==> src/sv/vcp_capability_list_parser_macros.svh <==
// assertion macros for the vcp capability list parser
`ifndef VCP_CAPABILITY_LIST_PARSER_MACROS_SVH
`define VCP_CAPABILITY_LIST_PARSER_MACROS_SVH

// same-cycle implication, checked outside reset
`define VCP_ASSERT_NOW(label, ante, cons, msg) \
  label: assert property (@(posedge clk) disable iff (!rst_n) (ante) |-> (cons)) \
    else $error(msg);

// next-cycle implication, checked outside reset
`define VCP_ASSERT_NEXT(label, ante, cons, msg) \
  label: assert property (@(posedge clk) disable iff (!rst_n) (ante) |=> (cons)) \
    else $error(msg);

`endif

==> src/sv/vcp_pkg.sv <==
// shared types, codes and helpers of the vcp capability list parser
`default_nettype none

package vcp_pkg;

  localparam int unsigned MAX_NEST_DEPTH_DEF = 255;
  localparam int unsigned QUEUE_DEPTH = 4;
  localparam int unsigned QUEUE_AW = $clog2(QUEUE_DEPTH);
  localparam int unsigned QUEUE_CW = $clog2(QUEUE_DEPTH + 1);

  localparam int unsigned CHAR_W = 16;
  localparam int unsigned BYTE_W = 8;

  typedef enum logic [1:0] {
    KIND_CODE  = 2'd0,
    KIND_VALUE = 2'd1,
    KIND_DONE  = 2'd2
  } vcp_kind_t;

  // one queue entry: results caused by one character
  typedef struct packed {
    logic              has_item;
    logic              item_is_value;
    logic [BYTE_W-1:0] byte_val;
    logic              has_done;
    logic              found;
  } vcp_entry_t;

  typedef struct packed {
    logic empty;
    logic full;
  } vcp_qstat_t;

  // hex digit decode: bit 4 set when the character is a hex digit
  function automatic logic [4:0] hex_nibble(input logic [CHAR_W-1:0] c);
    logic [4:0] r;
    r = 5'd0;
    if (c >= 16'h0030 && c <= 16'h0039) begin
      r = {1'b1, 4'(c - 16'h0030)};
    end else if (c >= 16'h0061 && c <= 16'h0066) begin
      r = {1'b1, 4'(c - 16'h0057)};
    end else if (c >= 16'h0041 && c <= 16'h0046) begin
      r = {1'b1, 4'(c - 16'h0037)};
    end
    return r;
  endfunction

endpackage

`default_nettype wire

==> src/sv/vcp_front.sv <==
// front end: keyword search, depth tracking and list decode, one character per cycle while accept is high
`default_nettype none

module vcp_front #(
  parameter int unsigned MAX_NEST_DEPTH = vcp_pkg::MAX_NEST_DEPTH_DEF
) (
  input  wire logic                         clk,
  input  wire logic                         rst_n,
  input  wire logic                         accept,
  input  wire logic [vcp_pkg::CHAR_W-1:0]   char_code,
  input  wire logic                         end_of_string,
  output logic                              push_valid,
  output vcp_pkg::vcp_entry_t               push_entry
);

  localparam int unsigned DW = $clog2(MAX_NEST_DEPTH + 1);
  localparam logic [DW-1:0] DEPTH_MAX = DW'(MAX_NEST_DEPTH);
  localparam logic [DW-1:0] DEPTH_ONE = DW'(1);

  localparam logic [15:0] CH_NUL   = 16'h0000;
  localparam logic [15:0] CH_TAB   = 16'h0009;
  localparam logic [15:0] CH_SPACE = 16'h0020;
  localparam logic [15:0] CH_OPEN  = 16'h0028;
  localparam logic [15:0] CH_CLOSE = 16'h0029;
  localparam logic [15:0] CH_UC_V  = 16'h0056;
  localparam logic [15:0] CH_LC_V  = 16'h0076;
  localparam logic [15:0] CH_UC_C  = 16'h0043;
  localparam logic [15:0] CH_LC_C  = 16'h0063;
  localparam logic [15:0] CH_UC_P  = 16'h0050;
  localparam logic [15:0] CH_LC_P  = 16'h0070;

  typedef enum logic [2:0] {
    S_SEEK   = 3'd0,
    S_GOT_V  = 3'd1,
    S_GOT_VC = 3'd2,
    S_GOT_KW = 3'd3,
    S_LIST   = 3'd4,
    S_CLOSED = 3'd5
  } search_t;

  typedef enum logic [2:0] {
    B_CODE_HI = 3'd0,
    B_CODE_LO = 3'd1,
    B_AFTER   = 3'd2,
    B_VALUES  = 3'd3,
    B_SKIP    = 3'd4,
    B_STOP    = 3'd5
  } body_t;

  search_t       search_r, search_nxt;
  body_t         body_r, body_nxt;
  logic [DW-1:0] outer_r, outer_nxt;
  logic [DW-1:0] skip_r, skip_nxt;
  logic [3:0]    nib_r, nib_nxt;
  logic          nib_v_r, nib_v_nxt;
  logic          finished_r, finished_nxt;

  logic       is_open, is_close, is_space, is_tab, is_v, is_c, is_p, is_nul;
  logic [4:0] hex;
  logic       body_en, take_rest, eos;
  vcp_pkg::vcp_entry_t ent;

  assign is_nul   = (char_code == CH_NUL);
  assign is_open  = (char_code == CH_OPEN);
  assign is_close = (char_code == CH_CLOSE);
  assign is_space = (char_code == CH_SPACE);
  assign is_tab   = (char_code == CH_TAB);
  assign is_v     = (char_code == CH_UC_V) || (char_code == CH_LC_V);
  assign is_c     = (char_code == CH_UC_C) || (char_code == CH_LC_C);
  assign is_p     = (char_code == CH_UC_P) || (char_code == CH_LC_P);
  assign hex      = vcp_pkg::hex_nibble(char_code);

  always_comb begin
    search_nxt   = search_r;
    body_nxt     = body_r;
    outer_nxt    = outer_r;
    skip_nxt     = skip_r;
    nib_nxt      = nib_r;
    nib_v_nxt    = nib_v_r;
    finished_nxt = finished_r;
    body_en      = 1'b0;
    take_rest    = 1'b0;
    eos          = end_of_string || is_nul;
    ent          = '0;

    if (!finished_r) begin
      // keyword search and outer depth
      if (!is_nul) begin
        case (search_r)
          S_SEEK, S_GOT_V, S_GOT_VC, S_GOT_KW: begin
            if (search_r == S_GOT_V && is_c) begin
              search_nxt = S_GOT_VC;
            end else if (search_r == S_GOT_VC && is_p) begin
              search_nxt = S_GOT_KW;
            end else if (search_r == S_GOT_KW && (is_space || is_tab)) begin
              search_nxt = S_GOT_KW;
            end else if (search_r == S_GOT_KW && is_open) begin
              search_nxt = S_LIST;
              outer_nxt  = DEPTH_ONE;
            end else if (is_v) begin
              search_nxt = S_GOT_V;
            end else begin
              search_nxt = S_SEEK;
            end
          end
          S_LIST: begin
            if (is_open) begin
              if (outer_r < DEPTH_MAX) outer_nxt = outer_r + DEPTH_ONE;
              body_en = 1'b1;
            end else if (is_close) begin
              outer_nxt = outer_r - DEPTH_ONE;
              if (outer_r == DEPTH_ONE) search_nxt = S_CLOSED;
              else body_en = 1'b1;
            end else if (!is_space) begin
              body_en = 1'b1;
            end
          end
          default: ;
        endcase
      end

      // list body decode
      if (body_en) begin
        case (body_r)
          B_AFTER, B_CODE_HI: begin
            if (body_r == B_AFTER && is_open) begin
              body_nxt  = B_VALUES;
              nib_v_nxt = 1'b0;
            end else if (!hex[4]) begin
              body_nxt = B_STOP;
            end else begin
              nib_nxt  = hex[3:0];
              body_nxt = B_CODE_LO;
            end
          end
          B_CODE_LO: begin
            if (!hex[4]) begin
              body_nxt = B_STOP;
            end else begin
              ent.has_item = 1'b1;
              ent.byte_val = {nib_r, hex[3:0]};
              body_nxt     = B_AFTER;
            end
          end
          B_VALUES: begin
            if (nib_v_r) begin
              nib_v_nxt = 1'b0;
              if (hex[4]) begin
                ent.has_item      = 1'b1;
                ent.item_is_value = 1'b1;
                ent.byte_val      = {nib_r, hex[3:0]};
              end else begin
                // lone digit dropped, character taken anew
                take_rest = 1'b1;
              end
            end else if (hex[4]) begin
              nib_nxt   = hex[3:0];
              nib_v_nxt = 1'b1;
            end else begin
              take_rest = 1'b1;
            end
            if (take_rest) begin
              if (is_close) begin
                body_nxt = B_CODE_HI;
              end else if (is_open) begin
                body_nxt = B_SKIP;
                skip_nxt = DEPTH_ONE;
              end
            end
          end
          B_SKIP: begin
            if (is_open) begin
              if (skip_r < DEPTH_MAX) skip_nxt = skip_r + DEPTH_ONE;
            end else if (is_close) begin
              skip_nxt = skip_r - DEPTH_ONE;
              if (skip_r == DEPTH_ONE) body_nxt = B_VALUES;
            end
          end
          default: ;
        endcase
      end

      if (eos) begin
        ent.has_done = 1'b1;
        ent.found    = (search_nxt == S_LIST) || (search_nxt == S_CLOSED);
        finished_nxt = 1'b1;
      end
    end
  end

  assign push_valid = accept && (ent.has_item || ent.has_done);
  assign push_entry = ent;

  always_ff @(posedge clk) begin
    if (!rst_n) begin
      search_r   <= S_SEEK;
      body_r     <= B_CODE_HI;
      outer_r    <= '0;
      skip_r     <= '0;
      nib_r      <= '0;
      nib_v_r    <= 1'b0;
      finished_r <= 1'b0;
    end else if (accept) begin
      search_r   <= search_nxt;
      body_r     <= body_nxt;
      outer_r    <= outer_nxt;
      skip_r     <= skip_nxt;
      nib_r      <= nib_nxt;
      nib_v_r    <= nib_v_nxt;
      finished_r <= finished_nxt;
    end
  end

endmodule

`default_nettype wire

==> src/sv/vcp_queue.sv <==
// short result queue between the decoder and the output stage
`default_nettype none

module vcp_queue (
  input  wire logic                 clk,
  input  wire logic                 rst_n,
  input  wire logic                 push,
  input  wire vcp_pkg::vcp_entry_t  push_entry,
  input  wire logic                 pop,
  output vcp_pkg::vcp_entry_t       head,
  output vcp_pkg::vcp_qstat_t       stat
);

  localparam logic [vcp_pkg::QUEUE_CW-1:0] FULL_CNT = vcp_pkg::QUEUE_CW'(vcp_pkg::QUEUE_DEPTH);
  localparam logic [vcp_pkg::QUEUE_AW-1:0] LAST_IDX =
    vcp_pkg::QUEUE_AW'(vcp_pkg::QUEUE_DEPTH - 1);

  vcp_pkg::vcp_entry_t mem_r [vcp_pkg::QUEUE_DEPTH];
  logic [vcp_pkg::QUEUE_AW-1:0] wr_ptr_r, rd_ptr_r;
  logic [vcp_pkg::QUEUE_CW-1:0] count_r;

  assign head       = mem_r[rd_ptr_r];
  assign stat.empty = (count_r == '0);
  assign stat.full  = (count_r == FULL_CNT);

  always_ff @(posedge clk) begin
    if (push) mem_r[wr_ptr_r] <= push_entry;
  end

  always_ff @(posedge clk) begin
    if (!rst_n) begin
      wr_ptr_r <= '0;
      rd_ptr_r <= '0;
      count_r  <= '0;
    end else begin
      if (push) wr_ptr_r <= (wr_ptr_r == LAST_IDX) ? '0 : wr_ptr_r + 1'b1;
      if (pop)  rd_ptr_r <= (rd_ptr_r == LAST_IDX) ? '0 : rd_ptr_r + 1'b1;
      case ({push, pop})
        2'b10:   count_r <= count_r + 1'b1;
        2'b01:   count_r <= count_r - 1'b1;
        default: count_r <= count_r;
      endcase
    end
  end

endmodule

`default_nettype wire

==> src/sv/vcp_back.sv <==
// back end: splits queue entries into result transfers behind an output register
`default_nettype none

module vcp_back (
  input  wire logic                        clk,
  input  wire logic                        rst_n,
  input  wire vcp_pkg::vcp_entry_t         head,
  input  wire vcp_pkg::vcp_qstat_t         stat,
  output logic                             pop,
  input  wire logic                        out_tready,
  output logic                             out_tvalid,
  output vcp_pkg::vcp_kind_t               out_kind,
  output logic [vcp_pkg::BYTE_W-1:0]       out_byte,
  output logic                             out_found,
  output logic                             out_last
);

  logic                        valid_r, valid_nxt;
  vcp_pkg::vcp_kind_t          kind_r, kind_nxt;
  logic [vcp_pkg::BYTE_W-1:0]  byte_r, byte_nxt;
  logic                        found_r, found_nxt;
  logic                        last_r, last_nxt;
  logic                        item_sent_r, item_sent_nxt;
  logic                        load;

  assign load = !valid_r || out_tready;

  always_comb begin
    valid_nxt     = valid_r;
    kind_nxt      = kind_r;
    byte_nxt      = byte_r;
    found_nxt     = found_r;
    last_nxt      = last_r;
    item_sent_nxt = item_sent_r;
    pop           = 1'b0;
    if (load) begin
      valid_nxt = 1'b0;
      if (!stat.empty) begin
        valid_nxt = 1'b1;
        if (head.has_item && !item_sent_r) begin
          kind_nxt  = head.item_is_value ? vcp_pkg::KIND_VALUE : vcp_pkg::KIND_CODE;
          byte_nxt  = head.byte_val;
          found_nxt = 1'b0;
          last_nxt  = !head.has_done;
          if (head.has_done) item_sent_nxt = 1'b1;
          else pop = 1'b1;
        end else begin
          kind_nxt      = vcp_pkg::KIND_DONE;
          byte_nxt      = '0;
          found_nxt     = head.found;
          last_nxt      = 1'b1;
          item_sent_nxt = 1'b0;
          pop           = 1'b1;
        end
      end
    end
  end

  always_ff @(posedge clk) begin
    if (!rst_n) begin
      valid_r     <= 1'b0;
      item_sent_r <= 1'b0;
    end else begin
      valid_r     <= valid_nxt;
      item_sent_r <= item_sent_nxt;
    end
    kind_r  <= kind_nxt;
    byte_r  <= byte_nxt;
    found_r <= found_nxt;
    last_r  <= last_nxt;
  end

  assign out_tvalid = valid_r;
  assign out_kind   = kind_r;
  assign out_byte   = byte_r;
  assign out_found  = found_r;
  assign out_last   = last_r;

endmodule

`default_nettype wire

==> src/sv/vcp_capability_list_parser.sv <==
// top level of the vcp capability list parser
//
// usage:
// - input channel in_*: one utf-16 character of a monitor capabilities string per
//   transfer, in_tlast marks the final character; a zero character also ends the string
// - result channel out_*: feature codes (kind 0), their values (kind 1) and one done
//   result (kind 2) carrying list_found; out_tlast marks the last result of a character
// - throughput: one character per cycle while the queue has room; a character that yields
//   two results (a code or value plus done) occupies the output register once per result
// - path: the decoder writes a result into the four-entry queue, and the output register
//   loads it from the queue head
// - when the receiver stalls, the output register holds and the queue fills; in_tready
//   drops only when all four queue entries are taken
// - after the done result every further character is accepted and dropped until reset
// - reset (rst_n low, synchronous) restarts the keyword search, empties the queue and
//   clears the output valid; no clearing pass is needed
`default_nettype none
`include "vcp_capability_list_parser_macros.svh"

module vcp_capability_list_parser #(
  parameter int unsigned MAX_NEST_DEPTH = vcp_pkg::MAX_NEST_DEPTH_DEF
) (
  input  wire logic        clk,
  input  wire logic        rst_n,
  // input channel
  input  wire logic        in_tvalid,
  output logic             in_tready,
  input  wire logic [15:0] in_tdata,   // [15:0] char_code
  input  wire logic        in_tlast,   // end_of_string
  // result channel
  output logic             out_tvalid,
  input  wire logic        out_tready,
  output logic [15:0]      out_tdata,  // [7:0] byte_value, [8] list_found, rest zero
  output logic [1:0]       out_tuser,  // [1:0] item_kind
  output logic             out_tlast   // last_of_run
);

  logic                       in_accept;
  logic                       q_push;
  logic                       q_pop;
  vcp_pkg::vcp_entry_t        q_wr_entry;
  vcp_pkg::vcp_entry_t        q_head;
  vcp_pkg::vcp_qstat_t        q_stat;
  vcp_pkg::vcp_kind_t         o_kind;
  logic [vcp_pkg::BYTE_W-1:0] o_byte;
  logic                       o_found;

  // input transfer completes only while the queue has room
  assign in_tready = !q_stat.full;
  assign in_accept = in_tvalid && in_tready;

  vcp_front #(
    .MAX_NEST_DEPTH(MAX_NEST_DEPTH)
  ) u_front (
    .clk          (clk),
    .rst_n        (rst_n),
    .accept       (in_accept),
    .char_code    (in_tdata),
    .end_of_string(in_tlast),
    .push_valid   (q_push),
    .push_entry   (q_wr_entry)
  );

  vcp_queue u_queue (
    .clk       (clk),
    .rst_n     (rst_n),
    .push      (q_push),
    .push_entry(q_wr_entry),
    .pop       (q_pop),
    .head      (q_head),
    .stat      (q_stat)
  );

  vcp_back u_back (
    .clk       (clk),
    .rst_n     (rst_n),
    .head      (q_head),
    .stat      (q_stat),
    .pop       (q_pop),
    .out_tready(out_tready),
    .out_tvalid(out_tvalid),
    .out_kind  (o_kind),
    .out_byte  (o_byte),
    .out_found (o_found),
    .out_last  (out_tlast)
  );

  // pack result fields, lowest bit first
  assign out_tdata = {7'd0, o_found, o_byte};
  assign out_tuser = o_kind;

  // checks

  // decoder never writes into a full queue
  `VCP_ASSERT_NOW(a_no_overflow, q_push, !q_stat.full, "push into full result queue")
  // output stage never pops an empty queue
  `VCP_ASSERT_NOW(a_no_underflow, q_pop, !q_stat.empty, "pop from empty result queue")
  // done is the final result of the string
  `VCP_ASSERT_NEXT(a_done_final,
    out_tvalid && out_tready && (out_tuser == vcp_pkg::KIND_DONE),
    !out_tvalid, "result after done")
  // a done result always closes its character's run
  `VCP_ASSERT_NOW(a_done_last, out_tvalid && (out_tuser == vcp_pkg::KIND_DONE),
    out_tlast, "done result without tlast")

endmodule

`default_nettype wire

==> config.mk <==
export PLATFORM = sky130hd
export DESIGN_NAME = vcp_capability_list_parser
export DESIGN_NICKNAME = d
export VERILOG_FILES = /design/src/sv/vcp_pkg.sv /design/src/sv/vcp_front.sv /design/src/sv/vcp_queue.sv /design/src/sv/vcp_back.sv /design/src/sv/vcp_capability_list_parser.sv
export VERILOG_INCLUDE_DIRS = /design/src /design/src/sv
export SDC_FILE = /design/constraint.sdc
export NUM_CORES = 1
export LEC_CHECK = 0
export BUFFER_PORTS_ARGS = -buffer_cell sky130_fd_sc_hd__buf_2
export CAP_MARGIN = 20
export CORE_MARGIN = 2
export CORE_UTILIZATION = 50
export DETAILED_ROUTE_END_ITERATION = 8
export GPL_ROUTABILITY_DRIVEN = 0
export GPL_TIMING_DRIVEN = 0
export HOLD_SLACK_MARGIN = 0.05
export PLACE_DENSITY = 0.7
export SLEW_MARGIN = 20
export SYNTH_ARGS = -nofsm -noshare
export SYNTH_HDL_FRONTEND = slang
export SYNTH_SLANG_ARGS = --single-unit
==> constraint.sdc <==
create_clock -name clk -period 3.4 [get_ports clk]
set_clock_uncertainty 0.1 [all_clocks]
set_input_delay 0.17 -clock clk [delete_from_list [all_inputs] [get_ports clk]]
set_output_delay 0.17 -clock clk [all_outputs]
set_load 0.03 [all_outputs]
== Word-level counts from Yosys, hierarchy flattened ==
Memories as Yosys holds them, arrays and structs flattened. A register that Yosys moved wholly into a read port is not among the register bits.
Index checks and enable logic that the tools add are counted.

* $add $sub $neg: 11
* Order comparisons: 8
* Equality and inequality tests: 46
* Multiplexer cells: 84
* Bitwise gates (word level): 3
* Reduce and logical (&&, ||, !) cells: 42

{| class="wikitable"
|+ Operators with widths
! cell !! count
|-
| $mux 8 || 14
|-
| $eq 16x7->1 const B || 6
|-
| $mux 3 || 18
|-
| $eq 16x6->1 const B || 3
|-
| $pmux 8 s2 || 3
|-
| $ge 16x7->1 const B || 2
|-
| $le 16x7->1 const B || 2
|-
| $mux 10 || 3
|-
| $mux 1 || 28
|-
| $reduce_and 9->1 || 2
|-
| $add 8x1->8 const B || 2
|-
| $eq 16x4->1 const B || 1
|-
| $eq 8x1->1 const B || 2
|-
| $ge 16x6->1 const B || 1
|-
| $le 16x6->1 const B || 1
|-
| $logic_not 16->1 || 1
|-
| $lt 8x8->1 const B || 2
|-
| $ne 2x2->1 const B || 8
|-
| $sub 8x1->8 const B || 2
|-
| $eq 3x3->1 const B || 5
|-
| $mux 5 || 3
|-
| $eq 3x2->1 const B || 4
|-
| $mux 12 || 1
|-
| $mux 4 || 3
|-
| 30 further kinds || 77
|}

* Flip-flop bits (word level): 49
* Memory bits (writable): 48
* Bits of input ports: 21
* Output and inout bits: 21
* Word-level logic and storage cells: 211
* Memories kept: 1

{| class="wikitable"
|+ Memories
! memory !! words !! width !! read ports !! clocked after memory_dff !! write ports !! RTL line !! text
|-
| u_queue.mem_r || 4 || 12 || 1 || 1 || 1 || vcp_queue.sv:18 || <nowiki>vcp_pkg::vcp_entry_t mem_r [vcp_pkg::QUEUE_DEPTH];</nowiki>
|}

== Longest topological paths before layout ==
Gate-level depths: netlist (run 1).

* Word-level depth: 18
* Gate-level depth with buffers: 14
* Mapped depth without buffers: 14

== Hierarchy ==
From an unflattened synthesis (run 1), not the netlist that was laid out.

* Cell total of the unflattened synthesis: 459
* Area total of the unflattened synthesis: 5172.5 µm²

{| class="wikitable"
|+ By module, submodules not included
! module !! times used !! cells each !! area an instance (µm²) !! sequential area each (µm²)
|-
| vcp_front || 1 || 304 || 2343.5 || 560.5
|-
| vcp_queue || 1 || 109 || 2199.6 || 1621.6
|-
| vcp_back || 1 || 35 || 555.5 || 400.4
|-
| vcp_capability_list_parser || 1 || 11 || 73.8 || 0.0
|}

== Least setup slack after synthesis (run 1) ==
OpenSTA, ideal clock, no wires.

* Kind: input to register
* Start: input port in_tdata[0]
* End: register u_queue.count_r[2] (netlist name)
* Setup time: 0.071 ns
* Arrival: 3.069 ns
* Required time: 3.229 ns
* Setup slack: 0.160 ns
* Stages on the path: 14
* Buffers on the path: 0
* Cell sequence: inv_1 ha_1 or3b_2 nor2b_1 a22oi_1 or4b_4 a21oi_2 inv_1 ha_1 inv_1 fa_1 xor2_1 or3_1 a21oi_1

* Word-level cells in the longest chain between the ends: 14
* Elaborated cells between the ends (all ways): 36
* Classes of those cells: order compare (6); eq/ne (5); mux (17); reduce/logical (8)

{| class="wikitable"
|+ RTL lines
! item !! RTL line !! text
|-
| start: declaration || vcp_capability_list_parser.sv:28 || <nowiki>input wire logic [15:0] in_tdata,</nowiki>
|-
| $ge 16x7->1 or $le 16x7->1 (tied branches) || vcp_pkg.sv:42 || <nowiki>end else if (c >= 16'h0041 && c <= 16'h0046) begin</nowiki>
|-
| $logic_and 1x1->1 || vcp_pkg.sv:42 ||
|-
| $mux 5 || vcp_pkg.sv:42 ||
|-
| $mux 5 || vcp_pkg.sv:40 || <nowiki>end else if (c >= 16'h0061 && c <= 16'h0066) begin</nowiki>
|-
| $mux 5 || vcp_pkg.sv:38 || <nowiki>if (c >= 16'h0030 && c <= 16'h0039) begin</nowiki>
|-
| $mux 10 || vcp_front.sv:148 || <nowiki>if (hex[4]) begin</nowiki>
|-
| $mux 10 || vcp_front.sv:146 || <nowiki>if (nib_v_r) begin</nowiki>
|-
| $pmux 1 s2 || vcp_front.sv:124 || <nowiki>case (body_r)</nowiki>
|-
| $mux 10 || vcp_front.sv:123 || <nowiki>if (body_en) begin</nowiki>
|-
| $mux 12 (*) || vcp_front.sv:86 || <nowiki>if (!finished_r) begin</nowiki>
|-
| $logic_or 1x1->1 (*) || vcp_front.sv:191 || <nowiki>assign push_valid = accept && (ent.has_item || ent.has_done);</nowiki>
|-
| $logic_and 1x1->1 (*) || vcp_front.sv:191 ||
|-
| $eq 2x1->1 or $eq 2x2->1 (tied branches) || vcp_queue.sv:38 || <nowiki>case ({push, pop})</nowiki>
|-
| $pmux 3 s2 or $reduce_bool 2->1 (tied branches) || -- ||
|-
| end signal: assignment || vcp_queue.sv:39 || <nowiki>2'b10: count_r <= count_r + 1'b1;</nowiki>
|-
| end signal: assignment || vcp_queue.sv:40 || <nowiki>2'b01: count_r <= count_r - 1'b1;</nowiki>
|-
| end signal: assignment || vcp_queue.sv:41 || <nowiki>default: count_r <= count_r;</nowiki>
|-
| end: declaration || vcp_queue.sv:20 || <nowiki>logic [vcp_pkg::QUEUE_CW-1:0] count_r;</nowiki>
|}

Mark *: on every way between the ends. The rest lies on a longest branch, timed or not. The select of a mux whose other input is x is not followed.
A chain may end at the register's enable or synchronous reset.

== Final worst setup path (run 1) ==
Same ends and word-level chain as after synthesis.

==> results.txt, run 1 <==
Slew @ Worst Pin: 966 ps
pwr/cell area: 538 mW/mm^2
Placed Instance Area: 0.00562 sq mm
Clock Tree Buf Depth: 2
Final Setup Violations: 0
fraction of registers with async set/reset: 0%
Hold Vio Cnt, Final: 0
boundary pin count: 42
Hold Path End: u_queue.wr_ptr_r[1]
synth unique cells: 78
outcome: finished clean
vias in the first global route: 3787
port bufs: 31
uppermost layer routed: met4
total power: 3.19 mW
CTS tree: built
Rows: 37
Die Y: 107 microns
number of vias per cell: 5.84
Starting Density: 51.3%
Slew Limit Headroom: 35.1%
NumNets Final: 575
Met3 Wirelength: 525 microns
GR Overflow Total: 0
VDD IR-drop max: 0.000349 V
Finished Layout Cells: 677
HP Start: in_tvalid
Mapped Area: 0.00528 sq mm
reg2reg setup slack: 200 ps
Hold/Removal Path Class: in2reg
crit path launch type: input port
H-tree depth: 3
fin util: 57.6%
metal2 WL: 5520 microns
FF-to-FF Start: u_front.outer_r[2]
TritonCTS Sinks: 99
Setup Crit Path Kind: in2reg
WP data arrival: 3410 ps
Syn Inst Count: 484
Synth Area per Inst: 10.9 sq um
RSZ-0062 raised after global routing: no
placed cell count: 657
initial DRC count: 255
layout cells sized above 1: 20.1%
drt pass-1 iters: 5
DR WL/cell: 16.3 microns
hold path depth: 3
Fillers: 900
Reg2Reg Depth: 13
Total GRT Usage: 20.2%
Leak Pwr: 2.09 nW
Finished Cell Area: 0.00592 sq mm
RR Endpoint: u_queue.count_r[2]
drc violations: 0
post-synthesis sequential area ratio: 49.0%
initial antenna violation count: 0
global-route wire length before repair: 18200 microns
Slew Viols, Final: 0
Setup TNS Final: 0 ps
DRT antenna net count: 0
clk slew on worst S/H paths: 90 ps
ANT cells: 0
most frequent cells in the layout: edfxtp_1, dfxtp_1, nor2_1
die area: 0.0114 sq mm
Area Overhead vs Synth: 12.3%
Post-synth top flop: edfxtp_1
maxcap violations: 0
DRT Wirelength: 11000 microns
f_max: 0.311 GHz
pin count of the biggest net entering global routing: 19
DR vias: 3956
Tmin final: 3210 ps
Num CTS Buffers: 9
WL met1: 4790 microns
crit path max fanout: 6
final worst path period share: 94.5%
total core area: 0.0103 sq mm
Root Driver: clkbuf_8
EDFF count, synth: 60
crit path capture type: register
DP Wirelength: 8020 microns
worst skew pair latency: 380 ps
commonest non-fill, non-tap cell in the layout: edfxtp_1
Req. time, crit path: 3600 ps
Synth Register Bits: 99
Yosys warnings: 0
die width: 107 microns
-- metrics by stage --
stage	hold WS, ps	setup slack, ps
final	98.2	189
after CTS	83.9	42.1
after global placement	344	-361
after detailed placement	342	-474
after floorplan	250	160
after global routing	131	5.70
-- critical path, stage by stage --
cell and delay [ps]:
buf_2 130, inv_1 110, ha_2 240, or3b_4 420, nor4_4 450, nor2_1 130, or4b_4 270, a21oi_4 70
inv_1 80, ha_1 180, inv_1 70, fa_1 440, xor2_1 170, or3_1 300, a21oi_1 160
-- per-layer routing --
| metal | vias to the layer above | global-route usage (%) |
|---|---|---|
| met2 | 109 | 34.7 |
| met1 | 1900 | 25.6 |
| met4 | 0 | 7.33 |
| met5 | - | 0 |
| li1 | 1930 | - |
| met3 | 17 | 3.83 |
-- Yosys cell counts (4+ instances only) --
master,instances,area (sq um)
a211oi_1,6,45.0
a21oi_1,28,140
a31oi_1,7,43.8
and2_1,12,75.1
and3_1,12,75.1
buf_2,4,20.0
buf_4,10,75.1
clkbuf_1,13,48.8
dfxtp_1,39,781
edfxtp_1,60,1800
ha_1,17,213
inv_1,19,71.3
mux2i_1,5,50.1
mux4_2,12,270
nand2_1,35,131
nand2b_1,10,62.6
nand3_1,13,65.1
nand4_1,9,56.3
nor2_1,36,135
nor2b_1,7,43.8
nor3_1,12,60.1
nor3b_1,5,37.5
nor4_1,9,56.3
nor4_2,4,50.1
o21ai_0,9,45.0
o21bai_1,5,37.5
or3_1,8,50.1
-- worst max path at each step --
stage,start,endpoint,slack (ps),cells after the start
floorplan,in_tdata[0],u_queue.count_r[2],160,14
finish,in_tdata[0],u_queue.count_r[2],190,15
CTS,u_queue.count_r[0],u_queue.count_r[2],40,10
global placement,in_tdata[0],u_queue.count_r[2],-360,15
detailed placement,in_tdata[0],u_queue.count_r[2],-470,15
global route,u_front.outer_r[2],u_queue.count_r[2],6,13
-- cell families (layout without fill, tap and decap cells) --
logic type	Yosys count	in the layout	share of synthesized area, %
other	1	7	0.0711
muxes	19	19	6.50
and+or+nand+nor	206	206	23.6
xor gates and xnor gates	4	4	0.664
buffers and inverters	47	98	4.15
adders and majority gates	18	18	4.41
AOI/OAI and AO/OA	90	90	11.7
DFF	99	99	49.0
-- state kept, by name, summed over array words and instances, names as in the netlist, named ones only --
signal	cells
u_queue.wr_ptr_r	2
u_front.search_r	3
u_back.out_kind	2
u_back.out_found	1
u_front.nib_v_r	1
u_queue.rd_ptr_r	2
u_front.skip_r	8
u_front.body_r	3
u_front.finished_r	1
u_front.outer_r	8
u_front.nib_r	4
u_back.out_byte	8
u_queue.mem_r	48
u_queue.count_r	3
u_back.out_last	1
u_back.item_sent_r	1
u_back.out_tvalid	1
-- cell type report --
class                           instances  area, sq um  share of cell area, %
Sequential cell                        99         2580                   43.6
Multi-Input combinational cell        344         2580                   43.5
Timing Repair Buffer                   36          195                   3.30
Tap cell                              136          170                   2.87
Buffer                                 27          146                   2.47
Clock buffer                            9          124                   2.09
Inverter                               19         71.3                   1.20
Clock inverter                          7         57.6                  0.972
-- report_power, final --
| group | leakage [nW] | switching (mW) | internal [mW] | total, mW |
|---|---|---|---|---|
| clock | 0.0902 | 0.435 | 0.278 | 0.713 |
| combinational | 1.11 | 0.579 | 0.354 | 0.933 |
| sequential | 0.884 | 0.0682 | 1.47 | 1.54 |
-- repair_timing --
action,4_1_cts,5_1_grt
gates cloned,0,0
setup endpoints to repair,2,2
resized for setup,6,8
buffers inserted,1,3
pin swaps,1,1
hold buffers,1,0
hold endpoints to repair,1,0
Note: power is estimated with default switching activity, not from simulation.
==> run 2, diff against run 1 <==
--- a/config.mk
+++ b/config.mk
@@ -8,6 +8,7 @@
 export LEC_CHECK = 0
 export BUFFER_PORTS_ARGS = -buffer_cell sky130_fd_sc_hd__buf_2
 export CAP_MARGIN = 20
+export CORE_ASPECT_RATIO = 0.9
 export CORE_MARGIN = 2
 export CORE_UTILIZATION = 50
 export DETAILED_ROUTE_END_ITERATION = 8
==> run 2 against run 1 <==
- cell count is 0.89% lower
- clock power is 39% higher
- utilization is 1.3 points higher
- sequential share of layout area is 0.82 points lower
- largest cell class unchanged
==> results.txt, run 2 (synthesized netlist as in run 1, its figures left out) <==
outcome: finished clean
max reg flops: 48
port bufs: 31
initial antenna violation count: 0
DRT Wirelength: 10900 microns
commonest non-fill, non-tap cell in the layout: edfxtp_1
pin count of the biggest net entering global routing: 20
final worst path period share: 96.3%
Setup Crit Path Kind: reg2reg
Hold Path End: u_front.finished_r
maxcap violations: 0
reg2reg setup slack: 130 ps
Num CTS Buffers: 9
total power: 3.47 mW
drt pass-1 iters: 4
Crit path largest cell delay: 560 ps
TritonCTS Sinks: 99
drc violations: 0
CP max stage cell: or4b_4
Slew Viols, Final: 0
Total GRT Usage: 19.8%
Die Y: 101 microns
FF-to-FF Start: u_front.search_r[2]
ANT cells: 0
global-route wire length before repair: 17900 microns
layout cells sized above 1: 20.7%
crit path capture type: register
DP Wirelength: 7890 microns
most used cell, CP: inv_1
Area Overhead vs Synth: 14.4%
clk slew on worst S/H paths: 80 ps
boundary pin count: 42
pwr/cell area: 575 mW/mm^2
Clock Tree Buf Depth: 2
most frequent cells in the layout: edfxtp_1, dfxtp_1, nor2_1
CP delay by family, top: simple AND/OR/NAND/NOR gates
Top reg by flops: u_queue.mem_r
worst skew pair latency: 340 ps
pre-CTS setup slack: -438 ps
worst path cell trace: buf_2 -> or3b_4 -> nor2b_2 -> a22oi_2 -> or4b_4 -> a21oi_4 -> inv_1 -> ha_1 -> inv_1 -> fa_1 -> xor2_1 -> or3_1 -> a21oi_1
Worst Path Buf+Inv: 3
DRT antenna net count: 0
RR Endpoint: u_queue.count_r[2]
crit path max fanout: 9
Leak Pwr: 2.15 nW
Tmin final: 3270 ps
number of vias per cell: 5.80
GR Overflow Total: 0
Setup TNS Final: 0 ps
hold path depth: 5
die width: 112 microns
DR vias: 3889
HP Start: in_tlast
total core area: 0.0102 sq mm
die area: 0.0114 sq mm
Final WS setup: 127 ps
Root Driver: clkbuf_16
H-tree depth: 3
Hold/Removal Path Class: in2reg
Starting Density: 51.5%
CTS tree: built
f_max: 0.306 GHz
Final Setup Violations: 0
Req. time, crit path: 3570 ps
Hold Vio Cnt, Final: 0
initial DRC count: 220
Slew Limit Headroom: 33.7%
Rows: 35
vias in the first global route: 3677
DR WL/cell: 16.3 microns
NumNets Final: 576
Reg2Reg Depth: 13
WP data arrival: 3440 ps
Slew @ Worst Pin: 982 ps
crit path launch type: register
VDD IR-drop max: 0.000498 V
-- run 2: worst register-to-register path, cell delays in order (launching register included) --
cell and delay [ps]:
dfxtp_1 310, buf_2 180, or3b_4 460, nor2b_2 180, a22oi_2 150, or4b_4 560
a21oi_4 200, inv_1 60, ha_1 220, inv_1 80, fa_1 180, xor2_1 70
or3_1 300, a21oi_1 140
-- run 2: power breakdown --
group	switching, mW	internal, mW	leakage [nW]	total, mW
clock network	0.476	0.516	0.143	0.992
logic	0.582	0.352	1.12	0.934
registers	0.0712	1.47	0.884	1.55
total	1.13	2.34	2.15	3.47
-- run 2: how the worst max path moves through the flow --
stage	from	to	slack (ps)	cells past startpoint
floorplan	in_tdata[0]	u_queue.count_r[2]	160	14
global placement	in_tdata[0]	u_queue.count_r[2]	-380	15
detailed placement	in_tdata[0]	u_queue.count_r[2]	-440	15
CTS	u_front.outer_r[2]	u_queue.count_r[2]	20	13
global route	u_front.search_r[2]	u_queue.count_r[2]	-20	13
finish	u_front.search_r[2]	u_queue.count_r[2]	130	13
-- run 2: timing repair --
item / in CTS / in global routing
hold endpoints to repair: 1 / 0
pin swaps: 1 / 5
resized for setup: 6 / 7
hold buffers: 1 / 0
buffers inserted: 0 / 6
endpoints found under the setup margin: 2 / 2
-- run 2: cell type report --
class | count | area (sq um)
buffer | 26 | 140
clock buffer | 9 | 225
clock inverter | 7 | 68.8
fill | 872 | 4210
inverter | 19 | 71.3
multi-input combinational | 344 | 2580
sequential | 99 | 2580
tap | 129 | 161
timing repair buffer | 38 | 210
-- run 2: per-stage QoR --
step | hold slack [ps] | instance area, sq um | util (%) | instances
3_5_place_dp | 346 | 5610 | 54.8 | 650
5_1_grt | 145 | 6040 | 58.9 | 671
3_3_place_gp | 345 | 5610 | 54.8 | 650
6_report | 114 | 6040 | 58.9 | 671
2_1_floorplan | 250 | 5300 | - | 490
4_1_cts | 116 | 5950 | 58.1 | 666
-- run 2: layer usage --
layer | GRT usage [%] | wire (microns) | up-vias
met2 | 33.0 | 5320 | 93
met5 | 0 | 0 | -
met4 | 7.04 | 110 | 0
met3 | 3.59 | 483 | 10
met1 | 26.2 | 4990 | 1855
li1 | - | - | 1931
